===== src/hdl/bmih_pkg.sv =====
// Shared types, constants and register codes for the battery monitor.
`default_nettype none

package bmih_pkg;

	// Field widths
	localparam int ADC_BITS     = 12;
	localparam int MV_W         = 14;
	localparam int SCALE_W      = 18;
	localparam int ALPHA_W      = 9;
	localparam int HYST_W       = 10;
	localparam int PCT_BITS     = 7;
	localparam int HEALTH_W     = 3;
	localparam int CFG_IDX_W    = 3;
	localparam int CFG_DATA_W   = 18;

	// Fixed-point layout
	localparam int FRAC_BITS_DEF = 8;
	localparam int SCALE_FRAC    = 16;
	localparam int ALPHA_SHIFT   = 8;
	localparam int ALPHA_ONE     = 256;
	localparam int PCT_SCALE     = 100;
	localparam int DIV_STEPS     = PCT_BITS;
	localparam int DIV_CNT_W     = $clog2(DIV_STEPS);

	// Register reset values
	localparam logic [SCALE_W-1:0] SCALE_RST    = SCALE_W'(105625);
	localparam logic [ALPHA_W-1:0] ALPHA_RST    = ALPHA_W'(26);
	localparam logic [MV_W-1:0]    CRIT_RST     = MV_W'(6600);
	localparam logic [MV_W-1:0]    LOW_RST      = MV_W'(7000);
	localparam logic [MV_W-1:0]    NOMINAL_RST  = MV_W'(7400);
	localparam logic [MV_W-1:0]    FULL_ST_RST  = MV_W'(8000);
	localparam logic [MV_W-1:0]    FULL_PCT_RST = MV_W'(8400);
	localparam logic [HYST_W-1:0]  HYST_RST     = HYST_W'(100);

	// Register indexes
	typedef enum logic [CFG_IDX_W-1:0] {
		REG_SCALE    = 3'd0,
		REG_ALPHA    = 3'd1,
		REG_CRIT     = 3'd2,
		REG_LOW      = 3'd3,
		REG_NOMINAL  = 3'd4,
		REG_FULL_ST  = 3'd5,
		REG_FULL_PCT = 3'd6,
		REG_HYST     = 3'd7
	} reg_idx_t;

	// Item commands
	typedef enum logic {
		OP_SEED   = 1'b0,
		OP_UPDATE = 1'b1
	} op_t;

	// Health levels, ordered from best to worst
	typedef enum logic [HEALTH_W-1:0] {
		H_FULL = 3'd0,
		H_OK   = 3'd1,
		H_LOW  = 3'd2,
		H_CRIT = 3'd3,
		H_DEAD = 3'd4
	} health_t;

	// Sequencer states
	typedef enum logic [2:0] {
		ST_IDLE,
		ST_CONV,
		ST_MUL,
		ST_SUM,
		ST_CLASS,
		ST_PMUL,
		ST_DIV,
		ST_WRITE
	} state_t;

	typedef struct packed {
		logic [SCALE_W-1:0] scale_q16;
		logic [ALPHA_W-1:0] alpha_q8;
		logic [MV_W-1:0]    critical_mv;
		logic [MV_W-1:0]    low_mv;
		logic [MV_W-1:0]    nominal_mv;
		logic [MV_W-1:0]    full_state_mv;
		logic [MV_W-1:0]    full_pct_mv;
		logic [HYST_W-1:0]  hysteresis_mv;
	} cfg_t;

	typedef struct packed {
		logic                cmd;
		logic [ADC_BITS-1:0] raw_sample;
	} in_t;

	typedef struct packed {
		logic [MV_W-1:0]     filtered_mv;
		logic [PCT_BITS-1:0] percent;
		logic [HEALTH_W-1:0] health;
		logic                is_low;
		logic                is_crit;
		logic [ADC_BITS-1:0] last_raw;
		logic                initialised;
	} out_t;

	// Sequencer to datapath
	typedef struct packed {
		logic load_in;
		logic conv;
		logic mul;
		logic sum;
		logic classify;
		logic pmul;
		logic div_step;
		logic write_out;
	} dp_cmd_t;

	// Datapath to sequencer
	typedef struct packed {
		logic out_free;
	} dp_sts_t;

endpackage

`default_nettype wire


===== src/hdl/bmih_regs.sv =====
// Configuration register file for the battery monitor.
`default_nettype none

module bmih_regs (
	input  wire logic                            clk,
	input  wire logic                            arst_n,
	input  wire logic                            cfg_we,
	input  wire logic [bmih_pkg::CFG_IDX_W-1:0]  cfg_index,
	input  wire logic [bmih_pkg::CFG_DATA_W-1:0] cfg_data,
	output bmih_pkg::cfg_t                       cfg
);

	bmih_pkg::cfg_t cfg_q;

	// Register writes, each truncated to its own width
	always_ff @(posedge clk or negedge arst_n) begin
		if (!arst_n) begin
			cfg_q.scale_q16     <= bmih_pkg::SCALE_RST;
			cfg_q.alpha_q8      <= bmih_pkg::ALPHA_RST;
			cfg_q.critical_mv   <= bmih_pkg::CRIT_RST;
			cfg_q.low_mv        <= bmih_pkg::LOW_RST;
			cfg_q.nominal_mv    <= bmih_pkg::NOMINAL_RST;
			cfg_q.full_state_mv <= bmih_pkg::FULL_ST_RST;
			cfg_q.full_pct_mv   <= bmih_pkg::FULL_PCT_RST;
			cfg_q.hysteresis_mv <= bmih_pkg::HYST_RST;
		end else if (cfg_we) begin
			unique case (bmih_pkg::reg_idx_t'(cfg_index))
				bmih_pkg::REG_SCALE: begin
					cfg_q.scale_q16 <= cfg_data[bmih_pkg::SCALE_W-1:0];
				end
				bmih_pkg::REG_ALPHA: begin
					cfg_q.alpha_q8 <= cfg_data[bmih_pkg::ALPHA_W-1:0];
				end
				bmih_pkg::REG_CRIT: begin
					cfg_q.critical_mv <= cfg_data[bmih_pkg::MV_W-1:0];
				end
				bmih_pkg::REG_LOW: begin
					cfg_q.low_mv <= cfg_data[bmih_pkg::MV_W-1:0];
				end
				bmih_pkg::REG_NOMINAL: begin
					cfg_q.nominal_mv <= cfg_data[bmih_pkg::MV_W-1:0];
				end
				bmih_pkg::REG_FULL_ST: begin
					cfg_q.full_state_mv <= cfg_data[bmih_pkg::MV_W-1:0];
				end
				bmih_pkg::REG_FULL_PCT: begin
					cfg_q.full_pct_mv <= cfg_data[bmih_pkg::MV_W-1:0];
				end
				bmih_pkg::REG_HYST: begin
					cfg_q.hysteresis_mv <= cfg_data[bmih_pkg::HYST_W-1:0];
				end
				default: begin
					cfg_q <= cfg_q;
				end
			endcase
		end
	end

	assign cfg = cfg_q;

endmodule

`default_nettype wire


===== src/hdl/bmih_ctrl.sv =====
// Sequencer that steps the datapath through one item.
`default_nettype none

module bmih_ctrl (
	input  wire logic          clk,
	input  wire logic          arst_n,
	input  wire logic          in_valid,
	output logic               in_stall,
	input  wire bmih_pkg::dp_sts_t sts,
	output bmih_pkg::dp_cmd_t  cmd
);

	localparam int CW = bmih_pkg::DIV_CNT_W;

	bmih_pkg::state_t state_q, state_d;
	logic [CW-1:0]    div_cnt_q;
	logic             div_last;

	assign div_last = (div_cnt_q == CW'(bmih_pkg::DIV_STEPS - 1));

	// State register and divider step counter
	always_ff @(posedge clk or negedge arst_n) begin
		if (!arst_n) begin
			state_q   <= bmih_pkg::ST_IDLE;
			div_cnt_q <= '0;
		end else begin
			state_q <= state_d;
			if (state_q == bmih_pkg::ST_DIV && !div_last) begin
				div_cnt_q <= div_cnt_q + CW'(1);
			end else begin
				div_cnt_q <= '0;
			end
		end
	end

	// Next state and datapath commands
	always_comb begin
		state_d  = state_q;
		cmd      = '0;
		in_stall = 1'b1;
		unique case (state_q)
			bmih_pkg::ST_IDLE: begin
				in_stall = 1'b0;
				if (in_valid) begin
					cmd.load_in = 1'b1;
					state_d     = bmih_pkg::ST_CONV;
				end
			end
			bmih_pkg::ST_CONV: begin
				cmd.conv = 1'b1;
				state_d  = bmih_pkg::ST_MUL;
			end
			bmih_pkg::ST_MUL: begin
				cmd.mul = 1'b1;
				state_d = bmih_pkg::ST_SUM;
			end
			bmih_pkg::ST_SUM: begin
				cmd.sum = 1'b1;
				state_d = bmih_pkg::ST_CLASS;
			end
			bmih_pkg::ST_CLASS: begin
				cmd.classify = 1'b1;
				state_d      = bmih_pkg::ST_PMUL;
			end
			bmih_pkg::ST_PMUL: begin
				cmd.pmul = 1'b1;
				state_d  = bmih_pkg::ST_DIV;
			end
			bmih_pkg::ST_DIV: begin
				cmd.div_step = 1'b1;
				if (div_last) begin
					state_d = bmih_pkg::ST_WRITE;
				end
			end
			bmih_pkg::ST_WRITE: begin
				if (sts.out_free) begin
					cmd.write_out = 1'b1;
					state_d       = bmih_pkg::ST_IDLE;
				end
			end
			default: begin
				state_d = bmih_pkg::ST_IDLE;
			end
		endcase
	end

endmodule

`default_nettype wire


===== src/hdl/bmih_dp.sv =====
// Datapath: conversion, IIR filter, health classifier, percent divider, output register.
`default_nettype none

module bmih_dp #(
	parameter int FRAC_BITS = bmih_pkg::FRAC_BITS_DEF
) (
	input  wire logic          clk,
	input  wire logic          arst_n,
	input  wire bmih_pkg::cfg_t    cfg,
	input  wire bmih_pkg::in_t     in_data,
	input  wire bmih_pkg::dp_cmd_t cmd,
	output bmih_pkg::dp_sts_t  sts,
	output logic               out_valid,
	input  wire logic          out_stall,
	output bmih_pkg::out_t     out_data
);

	localparam int MV_W     = bmih_pkg::MV_W;
	localparam int ACC_W    = MV_W + FRAC_BITS;
	localparam int TW       = ACC_W + 1;
	localparam int PROD_W   = bmih_pkg::ADC_BITS + bmih_pkg::SCALE_W;
	localparam int SHIFT    = bmih_pkg::SCALE_FRAC - FRAC_BITS;
	localparam int AW       = bmih_pkg::ALPHA_W;
	localparam int MUL_W    = ACC_W + AW;
	localparam int SUM_W    = MUL_W + 1;
	localparam int PB       = bmih_pkg::PCT_BITS;
	localparam int NUM_W    = ACC_W + PB;
	localparam int DVS_W    = ACC_W + PB - 1;

	// Item and filter state
	logic                            cmd_q;
	logic [bmih_pkg::ADC_BITS-1:0]   raw_in_q;
	logic [bmih_pkg::ADC_BITS-1:0]   raw_hold_q;
	logic                            seeded_q;
	logic                            commit_q;
	logic [ACC_W-1:0]                acc_q;
	logic [ACC_W-1:0]                conv_q;
	logic [MUL_W-1:0]                mul_new_q;
	logic [MUL_W-1:0]                mul_old_q;
	bmih_pkg::health_t               health_q;

	// Percent path
	logic                            pct_zero_q;
	logic                            pct_full_q;
	logic [ACC_W-1:0]                diff_q;
	logic [NUM_W-1:0]                num_q;
	logic [DVS_W-1:0]                dvs_q;
	logic [PB-1:0]                   quot_q;

	logic                            out_valid_q;
	bmih_pkg::out_t                  out_q;

	// Sample to fixed-point millivolts, saturated
	logic [PROD_W-1:0] prod;
	logic [PROD_W-1:0] prod_sh;
	logic [ACC_W-1:0]  conv_d;

	assign prod    = PROD_W'(raw_in_q) * PROD_W'(cfg.scale_q16);
	assign prod_sh = prod >> SHIFT;
	assign conv_d  = (prod_sh > PROD_W'({ACC_W{1'b1}})) ? {ACC_W{1'b1}}
	                                                    : prod_sh[ACC_W-1:0];

	// Filter weights, alpha clipped at one
	logic [AW-1:0]    alpha_sat;
	logic [AW-1:0]    alpha_inv;
	logic [SUM_W-1:0] blend;
	logic [ACC_W-1:0] filt_d;

	assign alpha_sat = (cfg.alpha_q8 > AW'(bmih_pkg::ALPHA_ONE)) ?
	                   AW'(bmih_pkg::ALPHA_ONE) : cfg.alpha_q8;
	assign alpha_inv = AW'(bmih_pkg::ALPHA_ONE) - alpha_sat;
	assign blend     = SUM_W'(mul_new_q) + SUM_W'(mul_old_q);
	assign filt_d    = blend[ACC_W+bmih_pkg::ALPHA_SHIFT-1:bmih_pkg::ALPHA_SHIFT];

	// Thresholds at filter resolution
	logic [TW-1:0] v_t;
	logic [TW-1:0] crit_t;
	logic [TW-1:0] low_t;
	logic [TW-1:0] nom_t;
	logic [TW-1:0] full_t;
	logic [TW-1:0] hyst_t;
	bmih_pkg::health_t health_d;

	assign v_t    = TW'(acc_q);
	assign crit_t = TW'({cfg.critical_mv, {FRAC_BITS{1'b0}}});
	assign low_t  = TW'({cfg.low_mv, {FRAC_BITS{1'b0}}});
	assign nom_t  = TW'({cfg.nominal_mv, {FRAC_BITS{1'b0}}});
	assign full_t = TW'({cfg.full_state_mv, {FRAC_BITS{1'b0}}});
	assign hyst_t = TW'({cfg.hysteresis_mv, {FRAC_BITS{1'b0}}});

	// Health classifier: rises and leaving full need the margin; other drops are immediate
	always_comb begin
		health_d = health_q;
		priority if (v_t < crit_t) begin
			health_d = bmih_pkg::H_DEAD;
		end else if (v_t < low_t) begin
			health_d = bmih_pkg::H_CRIT;
		end else begin
			unique case (health_q)
				bmih_pkg::H_DEAD: begin
					health_d = (v_t >= crit_t + hyst_t) ? bmih_pkg::H_CRIT : bmih_pkg::H_DEAD;
				end
				bmih_pkg::H_CRIT: begin
					health_d = (v_t >= low_t + hyst_t) ? bmih_pkg::H_LOW : bmih_pkg::H_CRIT;
				end
				bmih_pkg::H_LOW: begin
					health_d = (v_t >= nom_t + hyst_t) ? bmih_pkg::H_OK : bmih_pkg::H_LOW;
				end
				bmih_pkg::H_OK: begin
					priority if (v_t >= full_t + hyst_t) begin
						health_d = bmih_pkg::H_FULL;
					end else if (v_t < nom_t) begin
						health_d = bmih_pkg::H_LOW;
					end else begin
						health_d = bmih_pkg::H_OK;
					end
				end
				default: begin
					health_d = (v_t + hyst_t < full_t) ? bmih_pkg::H_OK : bmih_pkg::H_FULL;
				end
			endcase
		end
	end

	// Percent span and offset
	logic [ACC_W-1:0] zero_fx;
	logic [MV_W-1:0]  span_mv;
	logic [ACC_W-1:0] span_fx;
	logic [ACC_W-1:0] diff_d;
	logic             span_ok;

	assign zero_fx = {cfg.critical_mv, {FRAC_BITS{1'b0}}};
	assign span_ok = cfg.full_pct_mv > cfg.critical_mv;
	assign span_mv = cfg.full_pct_mv - cfg.critical_mv;
	assign span_fx = {span_mv, {FRAC_BITS{1'b0}}};
	assign diff_d  = acc_q - zero_fx;

	// Restoring divider step
	logic             div_ge;
	assign div_ge = num_q >= NUM_W'(dvs_q);

	// Working registers
	always_ff @(posedge clk) begin
		if (cmd.load_in) begin
			cmd_q    <= in_data.cmd;
			raw_in_q <= in_data.raw_sample;
		end
		if (cmd.conv) begin
			conv_q   <= conv_d;
			commit_q <= (cmd_q == bmih_pkg::OP_SEED) || seeded_q;
		end
		if (cmd.mul) begin
			mul_new_q <= MUL_W'(alpha_sat) * MUL_W'(conv_q);
			mul_old_q <= MUL_W'(alpha_inv) * MUL_W'(acc_q);
		end
		if (cmd.classify) begin
			pct_zero_q <= !span_ok || (acc_q <= zero_fx);
			pct_full_q <= diff_d >= span_fx;
			diff_q     <= diff_d;
			dvs_q      <= DVS_W'({span_fx, {(PB-1){1'b0}}});
		end
		if (cmd.pmul) begin
			num_q  <= NUM_W'(diff_q) * NUM_W'(bmih_pkg::PCT_SCALE);
			quot_q <= '0;
		end
		if (cmd.div_step) begin
			if (div_ge) begin
				num_q <= num_q - NUM_W'(dvs_q);
			end
			dvs_q  <= dvs_q >> 1;
			quot_q <= {quot_q[PB-2:0], div_ge};
		end
	end

	// Architectural state
	always_ff @(posedge clk or negedge arst_n) begin
		if (!arst_n) begin
			acc_q      <= '0;
			health_q   <= bmih_pkg::H_OK;
			seeded_q   <= 1'b0;
			raw_hold_q <= '0;
		end else begin
			if (cmd.sum && commit_q) begin
				acc_q      <= (cmd_q == bmih_pkg::OP_SEED) ? conv_q : filt_d;
				raw_hold_q <= raw_in_q;
				if (cmd_q == bmih_pkg::OP_SEED) begin
					seeded_q <= 1'b1;
				end
			end
			if (cmd.classify && commit_q) begin
				health_q <= health_d;
			end
		end
	end

	// Output beat register
	always_ff @(posedge clk or negedge arst_n) begin
		if (!arst_n) begin
			out_valid_q <= 1'b0;
		end else if (cmd.write_out) begin
			out_valid_q <= 1'b1;
		end else if (!out_stall) begin
			out_valid_q <= 1'b0;
		end
	end

	always_ff @(posedge clk) begin
		if (cmd.write_out) begin
			out_q.filtered_mv <= acc_q[ACC_W-1:FRAC_BITS];
			out_q.percent     <= pct_zero_q ? '0 :
			                     pct_full_q ? PB'(bmih_pkg::PCT_SCALE) : quot_q;
			out_q.health      <= health_q;
			out_q.is_low      <= health_q >= bmih_pkg::H_LOW;
			out_q.is_crit     <= health_q >= bmih_pkg::H_CRIT;
			out_q.last_raw    <= raw_hold_q;
			out_q.initialised <= seeded_q;
		end
	end

	assign sts.out_free = !out_valid_q || !out_stall;
	assign out_valid    = out_valid_q;
	assign out_data     = out_q;

	// Checks
	a_acc_only_on_sum: assert property (@(posedge clk) disable iff (!arst_n)
		!$past(cmd.sum) |-> $stable(acc_q))
		else $error("filter state changed outside the update step");

	a_seeded_sticks: assert property (@(posedge clk) disable iff (!arst_n)
		seeded_q |=> seeded_q)
		else $error("seeded flag dropped");

	a_write_has_room: assert property (@(posedge clk) disable iff (!arst_n)
		cmd.write_out |-> sts.out_free)
		else $error("output register overwritten while a beat waits");

	a_pct_range: assert property (@(posedge clk) disable iff (!arst_n)
		out_valid_q |-> (out_q.percent <= PB'(bmih_pkg::PCT_SCALE)))
		else $error("percent out of range");

endmodule

`default_nettype wire


===== src/hdl/battery_monitor_iir_hysteresis.sv =====
// The sequencer handles one item at a time: it takes no new sample until the last
// is through conversion, multiply, sum, classify, percent multiply, the 7-step
// restoring divider and the write to the output register, which waits for room.
// A finished beat may wait in the output register while the next item is taken.
// Reset (arst_n low, asynchronous): registers return to their default values,
// the filter is unseeded at zero, health reads ok and no output beat is pending.
`default_nettype none

module battery_monitor_iir_hysteresis #(
	parameter int FRAC_BITS = bmih_pkg::FRAC_BITS_DEF
) (
	input  wire logic                            clk,
	input  wire logic                            arst_n,
	input  wire logic                            in_valid,
	output logic                                 in_stall,
	input  wire bmih_pkg::in_t                   in_data,
	output logic                                 out_valid,
	input  wire logic                            out_stall,
	output bmih_pkg::out_t                       out_data,
	input  wire logic                            cfg_we,
	input  wire logic [bmih_pkg::CFG_IDX_W-1:0]  cfg_index,
	input  wire logic [bmih_pkg::CFG_DATA_W-1:0] cfg_data
);

	bmih_pkg::cfg_t    cfg;
	bmih_pkg::dp_cmd_t cmd;
	bmih_pkg::dp_sts_t sts;

	// Configuration registers
	bmih_regs u_regs (
		.clk       (clk),
		.arst_n    (arst_n),
		.cfg_we    (cfg_we),
		.cfg_index (cfg_index),
		.cfg_data  (cfg_data),
		.cfg       (cfg)
	);

	// Sequencer
	bmih_ctrl u_ctrl (
		.clk      (clk),
		.arst_n   (arst_n),
		.in_valid (in_valid),
		.in_stall (in_stall),
		.sts      (sts),
		.cmd      (cmd)
	);

	// Datapath
	bmih_dp #(
		.FRAC_BITS (FRAC_BITS)
	) u_dp (
		.clk       (clk),
		.arst_n    (arst_n),
		.cfg       (cfg),
		.in_data   (in_data),
		.cmd       (cmd),
		.sts       (sts),
		.out_valid (out_valid),
		.out_stall (out_stall),
		.out_data  (out_data)
	);

endmodule

`default_nettype wire


===== config.mk =====
export PLATFORM = sky130hd
export DESIGN_NAME = battery_monitor_iir_hysteresis
export DESIGN_NICKNAME = d
export VERILOG_FILES = /design/src/hdl/bmih_pkg.sv /design/src/hdl/bmih_regs.sv /design/src/hdl/bmih_ctrl.sv /design/src/hdl/bmih_dp.sv /design/src/hdl/battery_monitor_iir_hysteresis.sv
export SDC_FILE = /design/constraint.sdc
export NUM_CORES = 2
export LEC_CHECK = 0
export BUFFER_PORTS_ARGS = -buffer_cell sky130_fd_sc_hd__buf_2
export CORE_ASPECT_RATIO = 1.4
export CORE_MARGIN = 5
export CORE_UTILIZATION = 32
export DETAILED_ROUTE_END_ITERATION = 16
export GPL_ROUTABILITY_DRIVEN = 0
export PLACE_DENSITY = 0.45
export SLEW_MARGIN = 20
export SYNTH_ARGS = -nofsm -noshare
export SYNTH_HDL_FRONTEND = slang
export SYNTH_SLANG_ARGS = --single-unit
export TNS_END_PERCENT = 20

===== constraint.sdc =====
create_clock -name clk -period 8.4 [get_ports clk]
set_input_delay 0 -clock clk [delete_from_list [all_inputs] [get_ports clk]]
set_output_delay 0 -clock clk [all_outputs]
set_load 0.005 [all_outputs]

# --- Yosys cells after proc, flatten, opt, wreduce, memory -nomap -nowiden ---
# Cells that the tools add are included.
# W data, S select, Z words.
op_classes:
  add_sub_neg: 11
  multipliers: 4
  div_mod_pow: 0
  order_cmp: 16
  n_eq_ne: 23
  n_shift: 0
  muxes: 37
  bitwise_logic: 1
  n_reduce_logical: 25
op_table:
  columns: ["cell", "count"]
  rows:
  - ["$add A22 B18 Y23", 5]
  - ["$ge A22 B23 Y1", 4]
  - ["$mux W29", 3]
  - ["$lt A22 B22 Y1", 3]
  - ["$mul A9 B22 Y30", 2]
  - ["$mux W27", 2]
  - ["$add A30 B30 Y30", 1]
  - ["$eq A3 B3 Y1 const B", 10]
  - ["$mul A12 B18 Y30", 1]
  - ["$ge A29 B28 Y1", 1]
  - ["$sub A29 B28 Y29", 1]
  - ["$mul A22 B5 Y27 const B", 1]
  - ["$mux W3", 8]
  - ["$pmux W3 S8", 1]
  - ["$lt A23 B22 Y1", 1]
  - ["$ge A22 B22 Y1", 1]
  - ["$gt A22 B22 Y1 const B", 1]
  - ["$le A22 B22 Y1", 1]
  - ["$mux W22", 1]
  - ["$sub A22 B22 Y22", 1]
  - ["$mux W7", 3]
  - ["$eq A3 B2 Y1 const B", 6]
  - ["$reduce_and A2 Y1", 9]
  - ["$mux W1", 15]
  - ["other kinds (20)", 35]
word_totals:
  regBits: 375
  latch_bits: 0
  ram_bits: 0
  mem_bits_ro: 0
  input_bits: 39
  output_inout_bits: 41
  elab_cells: 153
  n_memories: 0

# --- Logic depth before layout (Yosys ltp) ---
depth:
  word_depth: 6
  mapped_depth: 30
  ltp_nobuf: 26

# --- By module ---
# From an unflattened synthesis, not the netlist that was laid out.
hier_totals:
  hier_cells: 4606
  area_unflattened_um2: 43337.8
modules_own_cells:
  columns: ["mod", "n_inst", "cells_per_inst", "area_per_inst_um2"]
  rows:
  - ["bmih_dp", 1, 4330, 38783.4]
  - ["bmih_regs", 1, 234, 4095.2]
  - ["bmih_ctrl", 1, 42, 459.2]

# --- Least setup slack after synthesis ---
# Ideal clock, no wire load.
synth_timing:
  path_type: "register to register"
  startpoint: "register u_regs.cfg_q, in the netlist u_regs.cfg[88]"
  endpoint: "register u_dp.mul_old_q[26] (data pin)"
  setup_ns: 0.258
  arrival_time_ns: 6.433
  required_time_ns: 8.142
  path_slack_ns: 1.709
  path_stages_with_launch: 30
  n_path_buf: 4
  path_cell_list: "dfrtp_1 > clkbuf_1 > nor2b_1 > clkbuf_1 > clkbuf_1 > inv_1 > ha_1 > nand2_1 > or3_1 > nor4_1 > a21o_1 > clkbuf_1 > and2_1 > fa_1 > fa_1 > fa_1 > inv_1 > fa_1 > inv_1 > ha_1 > a21oi_1 > nand2b_1 > o211ai_1 > a311oi_1 > a221oi_2 > o21ai_1 > o31a_1 > o21a_1 > nor2_1 > xnor2_1"
synth_via:
  elab_chain_cells: 4
synth_lines:
  columns: ["item", "line_no", "text"]
  rows:
  - ["start: declaration", "bmih_regs.sv:13", "bmih_pkg::cfg_t cfg_q;"]
  - ["start signal: assignment", "bmih_regs.sv:53", "cfg_q <= cfg_q;"]
  - ["$gt A9 B9 Y1", "bmih_dp.sv:69", "assign alpha_sat = (cfg.alpha_q8 > AW'(bmih_pkg::ALPHA_ONE)) ?"]
  - ["$mux W9 (*)", "bmih_dp.sv:69", null]
  - ["$sub A9 B9 Y9 (*)", "bmih_dp.sv:71", "assign alpha_inv = AW'(bmih_pkg::ALPHA_ONE) - alpha_sat;"]
  - ["$mul A9 B22 Y30 (*)", "bmih_dp.sv:154", "mul_old_q <= MUL_W'(alpha_inv) * MUL_W'(acc_q);"]
  - ["end signal: assignment", "bmih_dp.sv:154", null]
  - ["end: declaration", "bmih_dp.sv:39", "logic [MUL_W-1:0] mul_old_q;"]
# Every way passes the cells marked *; elsewhere a longest branch is shown, timed or not.
# A chain may end at the register's enable or synchronous reset.

# --- Worst setup path in the final report ---
layout_timing:
  startpoint: "register u_regs.cfg_q, in the netlist u_regs.cfg[88]"
  endpoint: "register u_dp.mul_old_q[29] (data pin)"
# Same word-level chain as after synthesis.

==> metrics <==
yosys warns=0; worst slew pin tran=about 1 ns; Synth async-reset ratio=0.405; # nets final=5590; Worst Path Max Fanout=12; syn nets=around 5500; multiplexer area fraction after synthesis=0.0245; clk slew on worst S/H paths=0.06 ns; Max Cap Violations=0; Yosys top cell area share=0.219; placed instance area=0.0449 sq mm; status=complete, no violations; Root Driver=clkbuf_16; Num CTS Buffers=45; cells after synthesis=about 4600; Netlist cell types=85; post-route ant nets=0; unrepaired setup endpoints after global routing=no; worst hold path class=input pin to async pin; gr ovfl total=0; later-pin clock latency in the skew report=0.63 ns; Synth area leaders=fa_1, ha_1, edfxtp_1, inv_1, dfrtp_1; htree depth=2; skew final=0.0377 ns; Seq cells post-synth=375; CP Data Arrival Time=approximately 7.6 ns; Residual DRC=0; Top Layer Used=met4; post-synthesis xor/xnor area fraction=0.0433; layout cells sized above 1=0.0816; largest net degree at the start of global routing=92; FF-to-FF Start=u_regs.cfg[88]; first-pass GRT wire length=185000 microns; fin cells=6405; detailed-route via count=30700; Top FF cell, synth=edfxtp_1; post-CTS setup buffers=0; post-DR vias/cell=roughly 4.8; flop2flop setup slack=roughly 1.2 ns; Area Growth Syn to Fin=10.2%; FF-to-FF End=u_dp.mul_old_q[29]; EDFF count, synth=about 190; Slew Limit Headroom=0.329; Synth Area in Simple Gates=0.142; Mean Syn Cell Area=between 9 and 10 sq um; Die Height=441 microns; sequential area share after synthesis=0.241; io pins=80; most common cell in the synthesized netlist=inv_1; adder-cell share of the synthesized area=0.360; Crit. End Element=register; final instance area=around 0.047 sq mm; Initial Util=0.321; critical path capture point=u_dp.mul_old_q[29]; Setup TNS=0 ns; die width=roughly 320 microns; Max Transition Viols Final=0; PortBufs=79; gr usage total=0.166; CP Launch Point=u_regs.cfg[88]; routed wire length=116000 microns; Crit Path Category=register to register; final cycle utilization of the critical path=0.859; FMAX=between 0.1 and 0.15 GHz; vias in the first global route=around 33000; final worst setup slack=between 1 and 1.5 ns; top post-synthesis cells by count=inv_1, nand2_1, ha_1; initial DRC count=1381; DR WL met3=2730 microns; Mapped Area=0.0425 sq mm; post-DP HPWL=89600 microns; DP Worst Slack=~1.2 ns; met2 WL=roughly 62000 microns; Hold Vio Cnt, Final=0; compound-cell area share of the yosys netlist=0.103; Initial DRT Pass Iterations=7; drt wl/cell=roughly 18 microns; initial antenna violation count=2; dpl cells=6278; Synth area leader=fa_1; Num Clock Sinks=375; Tmin final=7.22 ns; main combinational cell family by area after synthesis=adder cells; final setup fails=0; CP required=approximately 8.7 ns; Reg2Reg Depth=24; CP Launch Type=register; core area=between 0.1 and 0.15 sq mm; Max clock buf depth=3; DRT met1 WL=47700 microns; die area=0.140 sq mm; Site Rows=158; TritonCTS clock tree=done
[how the worst min path moves through the flow]
stage	slack, ns	from	endpoint
2_1_floorplan	-0.30	arst_n	u_ctrl.div_cnt_q[0]
4_1_cts	0.007	cfg_index[0]	u_regs.cfg[87]
3_5_place_dp	0.18	in_data[2]	u_dp.raw_in_q[2]
3_3_place_gp	0.18	arst_n	u_regs.cfg[91]
6_report	0.06	arst_n	u_regs.cfg[25]
5_1_grt	0.06	cfg_index[0]	u_regs.cfg[87]
[cells in the final DEF, fill, tap and decap left out, types with 145 or more instances in the layout]
master | netlist | routed
and2_1 | 219 | 219
o21ai_0 | 149 | 149
edfxtp_1 | 193 | 193
inv_1 | 796 | 795
fa_1 | 464 | 464
nor2_1 | 168 | 168
a21oi_1 | 210 | 209
ha_1 | 481 | 481
xnor2_1 | 146 | 145
nand2_1 | 626 | 625
[per-layer routing]
metal  vias up  global-route usage
li1      14800                   -
met1     15300               0.193
met2       382               0.324
met3       130              0.0162
met4         0              0.0467
met5         -                   0
[kinds of logic (layout without fill, tap and decap cells)]
group,count (synthesis),after routing
compound gates,681,681
xor+xnor,210,210
fa+ha+maj,945,945
buf+inv,963,1051
flops,375,375
mux,94,94
other cells,0,2
simple gates,1287,1287
[area by class of cell]
class,count,area [sq um]
antenna,2,5.00
tap,1760,2200
clock inverter,28,283
multi-input combinational,3217,28700
sequential,375,10300
clock buffer,56,1230
timing repair buffer,170,1190
inverter,797,2990
fill,13600,85400
[state kept, by name (all words and copies together) (netlist names), 3 cells and up]
signal	flops
u_dp.raw_hold_q	12
u_dp.health_q	3
u_regs.cfg	107
u_dp.dvs_q	28
u_dp.acc_q	22
u_dp.raw_in_q	12
u_dp.conv_q	22
u_dp.mul_old_q	30
u_dp.num_q	29
u_dp.diff_q	22
u_ctrl.div_cnt_q	3
u_dp.out_data	39
u_ctrl.state_q	3
u_dp.quot_q	7
u_dp.mul_new_q	30
[repair_timing]
action,CTS,global route
hold endpoints to repair,223,0
hold buffers,40,0
gates resized for setup,0,0
[worst max-delay path, cell delays in order (launching register included)]
cell and delay, ns:
dfrtp_1 0.67, nor2b_2 0.09, inv_1 0.07, ha_1 0.20, nand2_1 0.09, or3_1 0.37, nor4_1 0.19, a21o_1 0.41
and2_1 0.21, fa_1 0.43, fa_1 0.47, fa_1 0.50, inv_1 0.05, fa_1 0.47, inv_1 0.04, ha_1 0.31
a21oi_1 0.34, o21ai_0 0.17, a31oi_1 0.35, o21ai_1 0.24, a211oi_1 0.42, o21ai_1 0.23, a221o_1 0.34, a21oi_1 0.18
xnor2_1 0.09
[metrics by stage]
stage | util | hold WS (ns)
after detailed placement | 0.339 | 0.180
final | 0.354 | 0.0554
after global routing | 0.354 | 0.0621
after floorplan | - | -0.296
after CTS | 0.354 | 0.00676
after global placement | 0.339 | 0.177
Power is left out: the tool's default activity adds up to more than one toggle a clock period on the data nets, which glitch-free logic cannot reach.
